**config.mk**
```make
export PLATFORM = sky130hd
export DESIGN_NAME = key_long_press_event_generator
export DESIGN_NICKNAME = d
export VERILOG_FILES = /design/src/sv/klp_pkg.sv /design/src/sv/key_long_press_event_generator.sv
export SDC_FILE = /design/constraint.sdc
export NUM_CORES = 1
export LEC_CHECK = 0
export BUFFER_PORTS_ARGS = -buffer_cell sky130_fd_sc_hd__buf_4
export CAP_MARGIN = 20
export CELL_PAD_IN_SITES_DETAIL_PLACEMENT = 0
export CELL_PAD_IN_SITES_GLOBAL_PLACEMENT = 1
export CORE_UTILIZATION = 48
export CTS_CLUSTER_SIZE = 24
export DETAILED_ROUTE_END_ITERATION = 16
export GPL_TIMING_DRIVEN = 0
export HOLD_SLACK_MARGIN = 0.15
export PLACE_DENSITY = 0.85
export RECOVER_POWER = 100
export SLEW_MARGIN = 20
export SYNTH_ARGS = -nofsm -noshare
export SYNTH_HDL_FRONTEND = slang
export SYNTH_SLANG_ARGS = --single-unit
```
**constraint.sdc**
```tcl
create_clock -name clk -period 9.6 [get_ports clk]
set_clock_uncertainty 0.2 [all_clocks]
set_input_delay 1.44 -clock clk [delete_from_list [all_inputs] [get_ports clk]]
set_output_delay 1.44 -clock clk [all_outputs]
set_load 0.02 [all_outputs]
```
**src/sv/klp_pkg.sv**
```systemverilog
package klp_pkg;

    localparam int CODE_W   = 10;
    localparam int TICKS_W  = 8;
    localparam int CYCLE_W  = TICKS_W + 1;
    localparam int ADDR_W   = 5;
    localparam int DATA_W   = 32;

    localparam logic [TICKS_W-1:0] LONG_TICKS_RST = 8'd10;
    localparam logic [TICKS_W-1:0] GAP_TICKS_RST  = 8'd10;

    typedef enum logic [2:0] {
        REG_SHORT_CODE  = 3'd0,
        REG_LONG_CODE   = 3'd1,
        REG_LONG_TICKS  = 3'd2,
        REG_GAP_TICKS   = 3'd3,
        REG_WAKE_ENABLE = 3'd4,
        REG_ACTIVE_LOW  = 3'd5
    } reg_idx_t;

    typedef struct packed {
        logic [CODE_W-1:0] code;
        logic              value;
        logic              last;
    } result_t;

endpackage

```
**src/sv/key_long_press_event_generator.sv**
```systemverilog
// Flow: a request is registered at acceptance and its events are then written into the
// two-entry event buffer, whose slot 0 drives the outputs, once the buffer has room.
// Rate: one request per cycle while each gives at most one event and out_stall is low;
// the buffer drains one event per cycle unless stalled; a two-event request needs it empty.
// Reset (rst_n, asynchronous, active low) clears the hold count, the timer and the buffers
// and loads the register defaults.
module key_long_press_event_generator (
    input  logic                          clk,
    input  logic                          rst_n,
    input  logic                          psel,
    input  logic                          penable,
    input  logic                          pwrite,
    input  logic [klp_pkg::ADDR_W-1:0]    paddr,
    input  logic [klp_pkg::DATA_W-1:0]    pwdata,
    output logic [klp_pkg::DATA_W-1:0]    prdata,
    output logic                          pready,
    input  logic                          in_valid,
    output logic                          in_stall,
    input  logic                          action,
    input  logic                          raw_level,
    input  logic                          suspended,
    output logic                          out_valid,
    input  logic                          out_stall,
    output logic [klp_pkg::CODE_W-1:0]    key_code,
    output logic                          key_value,
    output logic                          last
);

    localparam int CW = klp_pkg::CODE_W;
    localparam int TW = klp_pkg::TICKS_W;
    localparam int YW = klp_pkg::CYCLE_W;

    // Configuration registers.
    logic [CW-1:0] short_code_reg;
    logic [CW-1:0] long_code_reg;
    logic [TW-1:0] long_ticks_reg;
    logic [TW-1:0] gap_ticks_reg;
    logic          wake_enable_reg;
    logic          active_low_reg;

    logic cfg_write;
    assign cfg_write = psel && penable && pwrite;
    assign pready    = 1'b1;

    always_ff @(posedge clk or negedge rst_n)
    begin
        if (!rst_n)
        begin
            short_code_reg  <= '0;
            long_code_reg   <= '0;
            long_ticks_reg  <= klp_pkg::LONG_TICKS_RST;
            gap_ticks_reg   <= klp_pkg::GAP_TICKS_RST;
            wake_enable_reg <= 1'b0;
            active_low_reg  <= 1'b1;
        end
        else if (cfg_write)
        begin
            case (paddr[4:2])
                klp_pkg::REG_SHORT_CODE:  short_code_reg  <= pwdata[CW-1:0];
                klp_pkg::REG_LONG_CODE:   long_code_reg   <= pwdata[CW-1:0];
                klp_pkg::REG_LONG_TICKS:  long_ticks_reg  <= pwdata[TW-1:0];
                klp_pkg::REG_GAP_TICKS:   gap_ticks_reg   <= pwdata[TW-1:0];
                klp_pkg::REG_WAKE_ENABLE: wake_enable_reg <= pwdata[0];
                klp_pkg::REG_ACTIVE_LOW:  active_low_reg  <= pwdata[0];
                default: ;
            endcase
        end
    end

    always_comb
    begin
        prdata = '0;
        case (paddr[4:2])
            klp_pkg::REG_SHORT_CODE:  prdata[CW-1:0] = short_code_reg;
            klp_pkg::REG_LONG_CODE:   prdata[CW-1:0] = long_code_reg;
            klp_pkg::REG_LONG_TICKS:  prdata[TW-1:0] = long_ticks_reg;
            klp_pkg::REG_GAP_TICKS:   prdata[TW-1:0] = gap_ticks_reg;
            klp_pkg::REG_WAKE_ENABLE: prdata[0]      = wake_enable_reg;
            klp_pkg::REG_ACTIVE_LOW:  prdata[0]      = active_low_reg;
            default:                  prdata         = '0;
        endcase
    end

    // Input register.
    logic in_valid_reg;
    logic action_reg;
    logic raw_level_reg;
    logic suspended_reg;
    logic fire;
    logic in_accept;

    assign in_stall  = in_valid_reg && !fire;
    assign in_accept = in_valid && !in_stall;

    always_ff @(posedge clk or negedge rst_n)
    begin
        if (!rst_n)
            in_valid_reg <= 1'b0;
        else if (in_accept)
            in_valid_reg <= 1'b1;
        else if (fire)
            in_valid_reg <= 1'b0;
    end

    always_ff @(posedge clk)
    begin
        if (in_accept)
        begin
            action_reg    <= action;
            raw_level_reg <= raw_level;
            suspended_reg <= suspended;
        end
    end

    // Hold count state.
    logic [TW-1:0] long_phase_reg,  long_phase_next;
    logic [YW-1:0] cycle_phase_reg, cycle_phase_next;
    logic past_long_reg,     past_long_next;
    logic count_started_reg, count_started_next;
    logic timer_armed_reg,   timer_armed_next;
    logic last_pressed_reg,  last_pressed_next;

    logic [TW-1:0]   long_period;
    logic [YW-1:0]   cycle_period;
    logic [YW-1:0]   long_inc;
    logic [YW:0]     cycle_inc;
    logic            pressed;
    logic [1:0]      n_results;
    klp_pkg::result_t res0, res1;

    assign long_period  = (long_ticks_reg == '0) ? TW'(1) : long_ticks_reg;
    assign cycle_period = {1'b0, long_period} + {1'b0, gap_ticks_reg};
    assign long_inc     = {1'b0, long_phase_reg} + YW'(1);
    assign cycle_inc    = {1'b0, cycle_phase_reg} + (YW+1)'(1);
    assign pressed      = raw_level_reg ^ active_low_reg;

    always_comb
    begin
        long_phase_next    = long_phase_reg;
        cycle_phase_next   = cycle_phase_reg;
        past_long_next     = past_long_reg;
        count_started_next = count_started_reg;
        timer_armed_next   = timer_armed_reg;
        last_pressed_next  = last_pressed_reg;
        n_results          = 2'd0;
        res0               = '{code: short_code_reg, value: 1'b1, last: 1'b0};
        res1               = '{code: short_code_reg, value: 1'b0, last: 1'b1};

        if (action_reg)
        begin
            if (wake_enable_reg && suspended_reg)
                n_results = 2'd2;
            else
            begin
                long_phase_next    = '0;
                cycle_phase_next   = '0;
                past_long_next     = 1'b0;
                count_started_next = 1'b0;
                timer_armed_next   = 1'b1;
            end
        end
        else if (timer_armed_reg)
        begin
            last_pressed_next = pressed;
            if (pressed)
            begin
                if (count_started_reg)
                begin
                    // The long-plus-gap test wins when both phases are at zero.
                    if (cycle_phase_reg == '0)
                    begin
                        n_results = 2'd1;
                        res0      = '{code: long_code_reg, value: 1'b0, last: 1'b1};
                    end
                    else if (long_phase_reg == '0)
                    begin
                        n_results = 2'd1;
                        res0      = '{code: long_code_reg, value: 1'b1, last: 1'b1};
                    end
                    if (long_phase_reg == '0)
                        past_long_next = 1'b1;
                end
                long_phase_next    = (long_inc >= {1'b0, long_period}) ?
                                     '0 : long_inc[TW-1:0];
                cycle_phase_next   = (cycle_inc >= {1'b0, cycle_period}) ?
                                     '0 : cycle_inc[YW-1:0];
                count_started_next = 1'b1;
            end
            else
            begin
                if (!past_long_reg)
                begin
                    long_phase_next    = '0;
                    cycle_phase_next   = '0;
                    past_long_next     = 1'b0;
                    count_started_next = 1'b0;
                    n_results          = 2'd2;
                end
                else if (last_pressed_reg)
                begin
                    n_results = 2'd1;
                    res0      = '{code: long_code_reg, value: 1'b0, last: 1'b1};
                end
                timer_armed_next = 1'b0;
            end
        end
    end

    always_ff @(posedge clk or negedge rst_n)
    begin
        if (!rst_n)
        begin
            long_phase_reg    <= '0;
            cycle_phase_reg   <= '0;
            past_long_reg     <= 1'b0;
            count_started_reg <= 1'b0;
            timer_armed_reg   <= 1'b0;
            last_pressed_reg  <= 1'b0;
        end
        else if (fire)
        begin
            long_phase_reg    <= long_phase_next;
            cycle_phase_reg   <= cycle_phase_next;
            past_long_reg     <= past_long_next;
            count_started_reg <= count_started_next;
            timer_armed_reg   <= timer_armed_next;
            last_pressed_reg  <= last_pressed_next;
        end
    end

    // Two-entry event buffer; slot 0 drives the outputs.
    klp_pkg::result_t slot0_reg, slot0_next;
    klp_pkg::result_t slot1_reg, slot1_next;
    logic [1:0] count_reg, count_next;
    logic [1:0] count_kept;
    logic [1:0] free_slots;
    logic       pop;

    assign out_valid  = (count_reg != 2'd0);
    assign pop        = out_valid && !out_stall;
    assign count_kept = count_reg - {1'b0, pop};
    assign free_slots = 2'd2 - count_kept;
    assign fire       = in_valid_reg && (n_results <= free_slots);
    assign count_next = count_kept + (fire ? n_results : 2'd0);

    always_comb
    begin
        slot0_next = pop ? slot1_reg : slot0_reg;
        slot1_next = slot1_reg;
        if (fire)
        begin
            case (count_kept)
                2'd0:
                begin
                    if (n_results != 2'd0)
                        slot0_next = res0;
                    if (n_results == 2'd2)
                        slot1_next = res1;
                end
                2'd1:
                begin
                    if (n_results != 2'd0)
                        slot1_next = res0;
                end
                default: ;
            endcase
        end
    end

    always_ff @(posedge clk or negedge rst_n)
    begin
        if (!rst_n)
            count_reg <= 2'd0;
        else
            count_reg <= count_next;
    end

    always_ff @(posedge clk)
    begin
        slot0_reg <= slot0_next;
        slot1_reg <= slot1_next;
    end

    assign key_code  = slot0_reg.code;
    assign key_value = slot0_reg.value;
    assign last      = slot0_reg.last;

endmodule
```
==> results.sh, run 1 <==
export IMPL_synth_compound_area_frac=0.1088
export IMPL_synth_area_mux_share=0.1541
export IMPL_slowest_stage="clkbuf_1"
export IMPL_drive_gt1_frac=0.2050
export IMPL_die_x_um=108.1
export IMPL_async_flop_share=0.6966
export IMPL_ys_top_cells_by_area="dfrtp_1 26%, mux2_2 8.7%, edfxtp_1 8.3%"
export IMPL_cts_root_buffer="clkbuf_8"
export IMPL_area_growth_pct=11.39
export IMPL_p_leak_nw=2.771
export IMPL_hold_path_class="reg2reg"
export IMPL_ant_nets=0
export IMPL_cts_hold_buffers=0
export IMPL_wl_met1_um=5340
export IMPL_holdPathStages=1
export IMPL_grt_first_pass_wirelength_um=19560
export IMPL_min_delay_start="count_started_reg$_DFFE_PN0P_"
export IMPL_maxUsedRoutingLayer="met4"
export IMPL_synth_top_family_by_area="multiplexers"
export IMPL_fillCellCount=1017
export IMPL_worstSkewPairLatency_ps=360
export IMPL_fin_nets=673
export IMPL_syn_area_per_cell_um2=10.54
export IMPL_grt_total_usage=0.2177
export IMPL_drt_iter0_drc=130
export IMPL_synthFlopType="dfrtp_1"
export IMPL_pin_count=94
export IMPL_synth_most_common_cell="dfrtp_1"
export IMPL_grt_overflow=0
export IMPL_synth_common_cells="57 x dfrtp_1, 47 x nand2_1, 42 x mux2_2, 35 x ha_1, 25 x a21oi_1"
export IMPL_dr_wl_met2_um=5748
export IMPL_numCtsBuffers=9
export IMPL_synth_edf_count=15
export IMPL_yosysUniqueCellTypes=58
export IMPL_crit_required_ps=7960
export IMPL_antenna_cells=0
export IMPL_core_area_um2=10890
export IMPL_reg2reg_depth=15
export IMPL_min_to="count_started_reg$_DFFE_PN0P_"
export IMPL_start_util=0.4966
export IMPL_antenna_found_initial=0
export IMPL_cp_arrival_ps=4110
export IMPL_peakVddDrop_uv=144.4
export IMPL_die_h_um=108.1
export IMPL_place_congestion=0.8256
export IMPL_max_freq_mhz=173.9
export IMPL_drv_slew=63
export IMPL_powerDensity_nw_per_um2=249.9
export IMPL_rr_endpoint="cycle_phase_reg[1]$_DFFE_PN0P_"
export IMPL_max_stage_delay_ps=450
export IMPL_cts_sinks=89
export IMPL_synthDominantCellAreaShare=0.2638
export IMPL_path_clk_slew_ps=90
export IMPL_fin_util=0.5531
export IMPL_post_cts_buffers=0
export IMPL_rrSetupSlack_ps=4570
export IMPL_cts_max_path_buffers=2
export IMPL_cts_resized=0
export IMPL_syn_inst=513
export IMPL_vias_per_cell=5.352
export IMPL_route_detailed_drc=0
export IMPL_ys_warn_count=0
export IMPL_rows=38
export IMPL_synthXorXnorAreaFrac=0.03240
export IMPL_synth_top_area_cell="dfrtp_1"
export IMPL_path_cells="clkbuf_4 -> nand2b_1 -> clkbuf_1 -> inv_1 -> ha_1 -> xnor2_1 -> ha_1 -> ha_1 -> nor2b_1 -> o211ai_1 -> inv_1 -> clkbuf_1"
export IMPL_end_kind="output port"
export IMPL_period_needed_ps=5751
export IMPL_startpoint_type="input pin"
export IMPL_reg2reg_from="count_reg[0]$_DFF_PN0_"
export IMPL_io_buffers=45
export IMPL_cts_tree="built"
export IMPL_syn_area_um2=5406
export IMPL_htree_num_levels=3
export IMPL_worst_pin_slew_ps=3344
export IMPL_cp_common_cell="ha_1"
export IMPL_wirelength_um=11640
export IMPL_design_die_area_um2=11690
export IMPL_ys_seq_elements=89
export IMPL_rsz0062_at_grt="no"
export IMPL_criticalPathCategory="in2out"
export IMPL_wl_per_cell_um=15.84
export IMPL_largest_reg_flops=12
export IMPL_dr_pass1_iters=4
export IMPL_hold_viol=0
export IMPL_synth_adder_area_share=0.08470
export IMPL_grt_max_degree=63
export IMPL_fin_setup_tns_ps=0
export IMPL_min_period_over_period=0.5991
export IMPL_via_count=3934
export IMPL_violations="max-capacitance violations, max-slew violations"
export IMPL_drv_cap=2
export IMPL_post_dp_hpwl_um=8925
export IMPL_setup_viol=0
export IMPL_status="finished with violations"
export IMPL_slew_headroom=-1.229
export IMPL_yosys_area_share_simple=0.1377
export IMPL_wl_met3_um=487
export IMPL_cp_max_fo=10
export IMPL_grt_pass1_vias=4010
export IMPL_ys_seq_area_frac=0.4159
## metrics by stage
| stage | cell area, µm² | hold slack [ps] | power, mW | instances | setup WS [ps] |
|---|---|---|---|---|---|
| 2_1_floorplan | 5485 | 262.8 | 1.093 | 534 | 4429 |
| 3_3_place_gp | 5998 | 295.9 | 1.280 | 719 | 3927 |
| 3_5_place_dp | 5998 | 313.0 | 1.308 | 719 | 3883 |
| 4_1_cts | 6178 | 335.9 | 1.551 | 735 | 3865 |
| 5_1_grt | 6022 | 361.2 | 1.633 | 735 | 3567 |
| 6_report | 6022 | 325.9 | 1.505 | 735 | 3849 |
## logic make-up (layout without fill, tap and decap cells)
group / count (synthesis) / in the layout
flops: 89 / 89
simple gates: 144 / 144
mux: 63 / 63
compound gates: 94 / 94
other cells: 2 / 23
buf+inv: 65 / 126
xor+xnor: 20 / 20
fa+ha+maj: 36 / 36
## worst max path at each step
stage               from        to  slack, ps  cells past startpoint
2_1_floorplan  out_stall  in_stall       4430                     10
3_3_place_gp   out_stall  in_stall       3930                     12
3_5_place_dp   out_stall  in_stall       3880                     12
4_1_cts        out_stall  in_stall       3860                     12
5_1_grt        out_stall  in_stall       3570                     12
6_report       out_stall  in_stall       3850                     12
## routing by layer
| layer | GRT usage | vias up |
|---|---|---|
| li1 | - | 1941 |
| met1 | 0.2782 | 1886 |
| met2 | 0.3808 | 103 |
| met3 | 0.03737 | 4 |
| met4 | 0.05479 | 0 |
| met5 | 0 | - |
## area by class of cell
cell class	count	area, µm²	area share
Clock inverter	6	42.54	0.007064
Inverter	22	82.58	0.01371
Multi-Input combinational cell	380	2841	0.4718
Sequential cell	89	2248	0.3734
Timing Repair Buffer	45	236.5	0.03927
Clock buffer	10	137.6	0.02285
Buffer	43	257.7	0.04280
Tap cell	140	175.2	0.02909
## where the power goes
part,internal (mW),total [mW],switching [mW]
Combinational,0.285,0.708,0.423
Clock,0.102,0.239,0.138
Sequential,0.487,0.558,0.0709
Total,0.874,1.51,0.631
## placed cells by master (no fill, tap or decap), types with 15 or more instances in the layout
| master | netlist | final |
|---|---|---|
| edfxtp_1 | 15 | 15 |
| a21oi_1 | 25 | 25 |
| inv_1 | 22 | 22 |
| conb_1 | 2 | 23 |
| dfrtp_1 | 57 | 57 |
| o21ai_0 | 18 | 19 |
| ha_1 | 35 | 35 |
| nand2b_1 | 19 | 19 |
| nor2_1 | 17 | 17 |
| buf_4 | 23 | 37 |
| mux2_2 | 42 | 42 |
| clkbuf_1 | 11 | 44 |
| o22ai_1 | 21 | 21 |
| nand2_1 | 47 | 47 |
## critical path, delay by kind of cell
family,cells,cell delay (ps)
buf+inv,5,990
xor+xnor,1,290
simple gates,2,410
fa+ha+maj,3,820
compound gates,1,150
Note: power is estimated with default switching activity, not from simulation.
==> inputs of run 2 (changes only) <==
--- a/config.mk
+++ b/config.mk
@@ -9,12 +9,12 @@
 export CAP_MARGIN = 20
 export CELL_PAD_IN_SITES_DETAIL_PLACEMENT = 0
 export CELL_PAD_IN_SITES_GLOBAL_PLACEMENT = 1
-export CORE_UTILIZATION = 48
+export CORE_UTILIZATION = 44
 export CTS_CLUSTER_SIZE = 24
 export DETAILED_ROUTE_END_ITERATION = 16
 export GPL_TIMING_DRIVEN = 0
 export HOLD_SLACK_MARGIN = 0.15
-export PLACE_DENSITY = 0.85
+export PLACE_DENSITY = 0.79
 export RECOVER_POWER = 100
 export SLEW_MARGIN = 20
 export SYNTH_ARGS = -nofsm -noshare
==> constraint.sdc (replaced) <==
create_clock -name clk -period 5.5 [get_ports clk]
set_clock_uncertainty 0.2 [all_clocks]
set_input_delay 0.825 -clock clk [delete_from_list [all_inputs] [get_ports clk]]
set_output_delay 0.825 -clock clk [all_outputs]
set_load 0.02 [all_outputs]
==> run 2 against run 1 <==
The run still ends with max-capacitance violations, max-slew violations left. First-iteration DRC count rose by 120%. Critical path depth rose by 3. Clock-buffer cell count down 1. Critical endpoint is now cycle_phase_reg[1]$_DFFE_PN0P_. Highest routed layer unchanged.
==> results.sh, run 2 (synthesis results as in run 1) <==
export IMPL_status="finished with violations"
export IMPL_violations="max-capacitance violations, max-slew violations"
export IMPL_grt_first_pass_wirelength_um=20210
export IMPL_fin_nets=673
export IMPL_drive_gt1_frac=0.2050
export IMPL_numCtsBuffers=9
export IMPL_dr_pass1_iters=5
export IMPL_power_mw=2.837
export IMPL_io_buffers=45
export IMPL_design_die_area_um2=12740
export IMPL_cts_hold_buffers=0
export IMPL_period_needed_ps=4902
export IMPL_antenna_found_initial=0
export IMPL_htree_num_levels=3
export IMPL_rows=40
export IMPL_place_ws_ps=389.5
export IMPL_crit_required_ps=5510
export IMPL_cts_root_buffer="clkbuf_16"
export IMPL_path_cells="or2_2 -> nand2b_1 -> clkbuf_1 -> inv_1 -> ha_1 -> xnor2_1 -> ha_1 -> ha_1 -> nor2b_1 -> o21ai_0 -> and2_0 -> o21ai_1 -> clkbuf_1 -> nand2_1 -> o21ai_0"
export IMPL_place_area_um2=6007
export IMPL_cts_max_path_buffers=2
export IMPL_slew_headroom=-1.288
export IMPL_largest_reg_flops=12
export IMPL_cp_max_fo=10
export IMPL_peakVddDrop_uv=170.6
export IMPL_cts_resized=0
export IMPL_area_growth_pct=13.63
export IMPL_combPwrFrac=0.446
export IMPL_fin_setup_tns_ps=0
export IMPL_drt_iter0_drc=283
export IMPL_pin_count=94
export IMPL_powerDensity_nw_per_um2=461.8
export IMPL_vias_per_cell=5.381
export IMPL_setup_slack_ps=597.9
export IMPL_most_common_layout_cells="57 x dfrtp_1, 47 x nand2_1, 44 x clkbuf_1, 41 x mux2_2, 38 x buf_4"
export IMPL_die_x_um=112.9
export IMPL_place_congestion=0.8363
export IMPL_max_stage_delay_ps=560
export IMPL_drv_cap=2
export IMPL_p_leak_nw=2.828
export IMPL_rsz0062_at_grt="no"
export IMPL_layout_commonest_cell="dfrtp_1"
export IMPL_hold_viol=0
export IMPL_end_kind="flop"
export IMPL_worst_pin_slew_ps=3433
export IMPL_grt_overflow=0
export IMPL_post_cts_buffers=0
export IMPL_min_period_over_period=0.8913
export IMPL_slowest_stage="o21ai_0"
export IMPL_cts_sinks=89
export IMPL_cp_top_family="simple AND/OR/NAND/NOR gates"
export IMPL_hold_path_class="reg2reg"
export IMPL_grt_max_degree=63
export IMPL_p_clk_frac=0.211
export IMPL_holdWs_ps=314.6
export IMPL_drv_slew=74
export IMPL_criticalPathCategory="reg2reg"
export IMPL_worstSkewPairLatency_ps=350
export IMPL_post_dp_hpwl_um=9106
export IMPL_switching_share=0.4128
export IMPL_design_area_um2=6143
export IMPL_crit_buf_inv=3
export IMPL_via_count=3993
export IMPL_wl_per_cell_um=16.75
export IMPL_start_util=0.4501
export IMPL_core_area_um2=12010
export IMPL_wirelength_um=12430
export IMPL_p_int_mw=1.666
export IMPL_cp_arrival_ps=4910
export IMPL_setup_viol=0
export IMPL_cp_common_cell="ha_1"
export IMPL_path_clk_slew_ps=70
export IMPL_cts_tree="built"
export IMPL_route_detailed_drc=0
export IMPL_p_seq_frac=0.343
export IMPL_fillCellCount=1143
export IMPL_max_freq_mhz=204.0
export IMPL_startpoint_type="flop"
export IMPL_ant_nets=0
export IMPL_grt_pass1_vias=3903
export IMPL_antenna_cells=0
export IMPL_switching_power_mw=1.171
export IMPL_grt_total_usage=0.2082
export IMPL_die_h_um=112.9
-- run 2: cell types whose count changed in the layout (fill, tap and decap cells not counted), moves of 2 or more --
cell and delta:
clkbuf_16 +9, clkinvlp_4 -2, clkbuf_8 -10, inv_6 +2
-- run 2: tightest hold or removal path: stages (launching register included) --
cell and delay, ps:
dfrtp_1 340, o21ai_0 80, nand2b_1 70
-- run 2: power groups by stage --
stage	Clock, mW	Sequential (mW)	Combinational, mW
2_1_floorplan	0	0.980	0.928
3_3_place_gp	0	0.975	1.28
3_5_place_dp	0	0.985	1.32
4_1_cts	0.617	0.973	1.33
5_1_grt	0.638	0.994	1.41
6_report	0.600	0.972	1.27
-- run 2: path summary, 6_finish.rpt --
path,start,endpoint,slack [ps],depth (start not counted)
max in group asynchronous,rst_n,long_code_reg[9]$_DFFE_PN0P_,1740,1
worst min-delay path,last_pressed_reg$_DFFE_PN0P_,last_pressed_reg$_DFFE_PN0P_,310,2
worst max-delay path,count_reg[1]$_DFF_PN0_,cycle_phase_reg[1]$_DFFE_PN0P_,600,15
worst min register to register,last_pressed_reg$_DFFE_PN0P_,last_pressed_reg$_DFFE_PN0P_,310,2
min in group asynchronous,rst_n,long_phase_reg[5]$_DFFE_PN0P_,1440,1
worst max register to register,count_reg[1]$_DFF_PN0_,cycle_phase_reg[1]$_DFFE_PN0P_,600,15
-- run 2: metrics by stage --
| step | utilization | instances |
|---|---|---|
| 2_1_floorplan | - | 534 |
| 3_3_place_gp | 0.5001 | 726 |
| 3_5_place_dp | 0.5001 | 726 |
| 4_1_cts | 0.5241 | 742 |
| 5_1_grt | 0.5115 | 742 |
| 6_report | 0.5115 | 742 |
-- run 2: final cells by class --
| type | instances | area, µm² | share of cell area |
|---|---|---|---|
| inverters | 22 | 82.58 | 0.01344 |
| multi-input cells | 380 | 2846 | 0.4633 |
| clock buffers | 9 | 225.2 | 0.03666 |
| well taps | 147 | 183.9 | 0.02994 |
| plain buffers | 43 | 257.7 | 0.04196 |
| clock inverters | 7 | 62.56 | 0.01018 |
| flip-flops and latches | 89 | 2248 | 0.3660 |
| repair buffers | 45 | 236.5 | 0.03849 |
-- run 2: routing by layer --
layer / wire length, µm / global-route usage
met5: 0 / 0
met4: 155 / 0.05789
met3: 579 / 0.05088
met2: 6093 / 0.3617
met1: 5597 / 0.2584
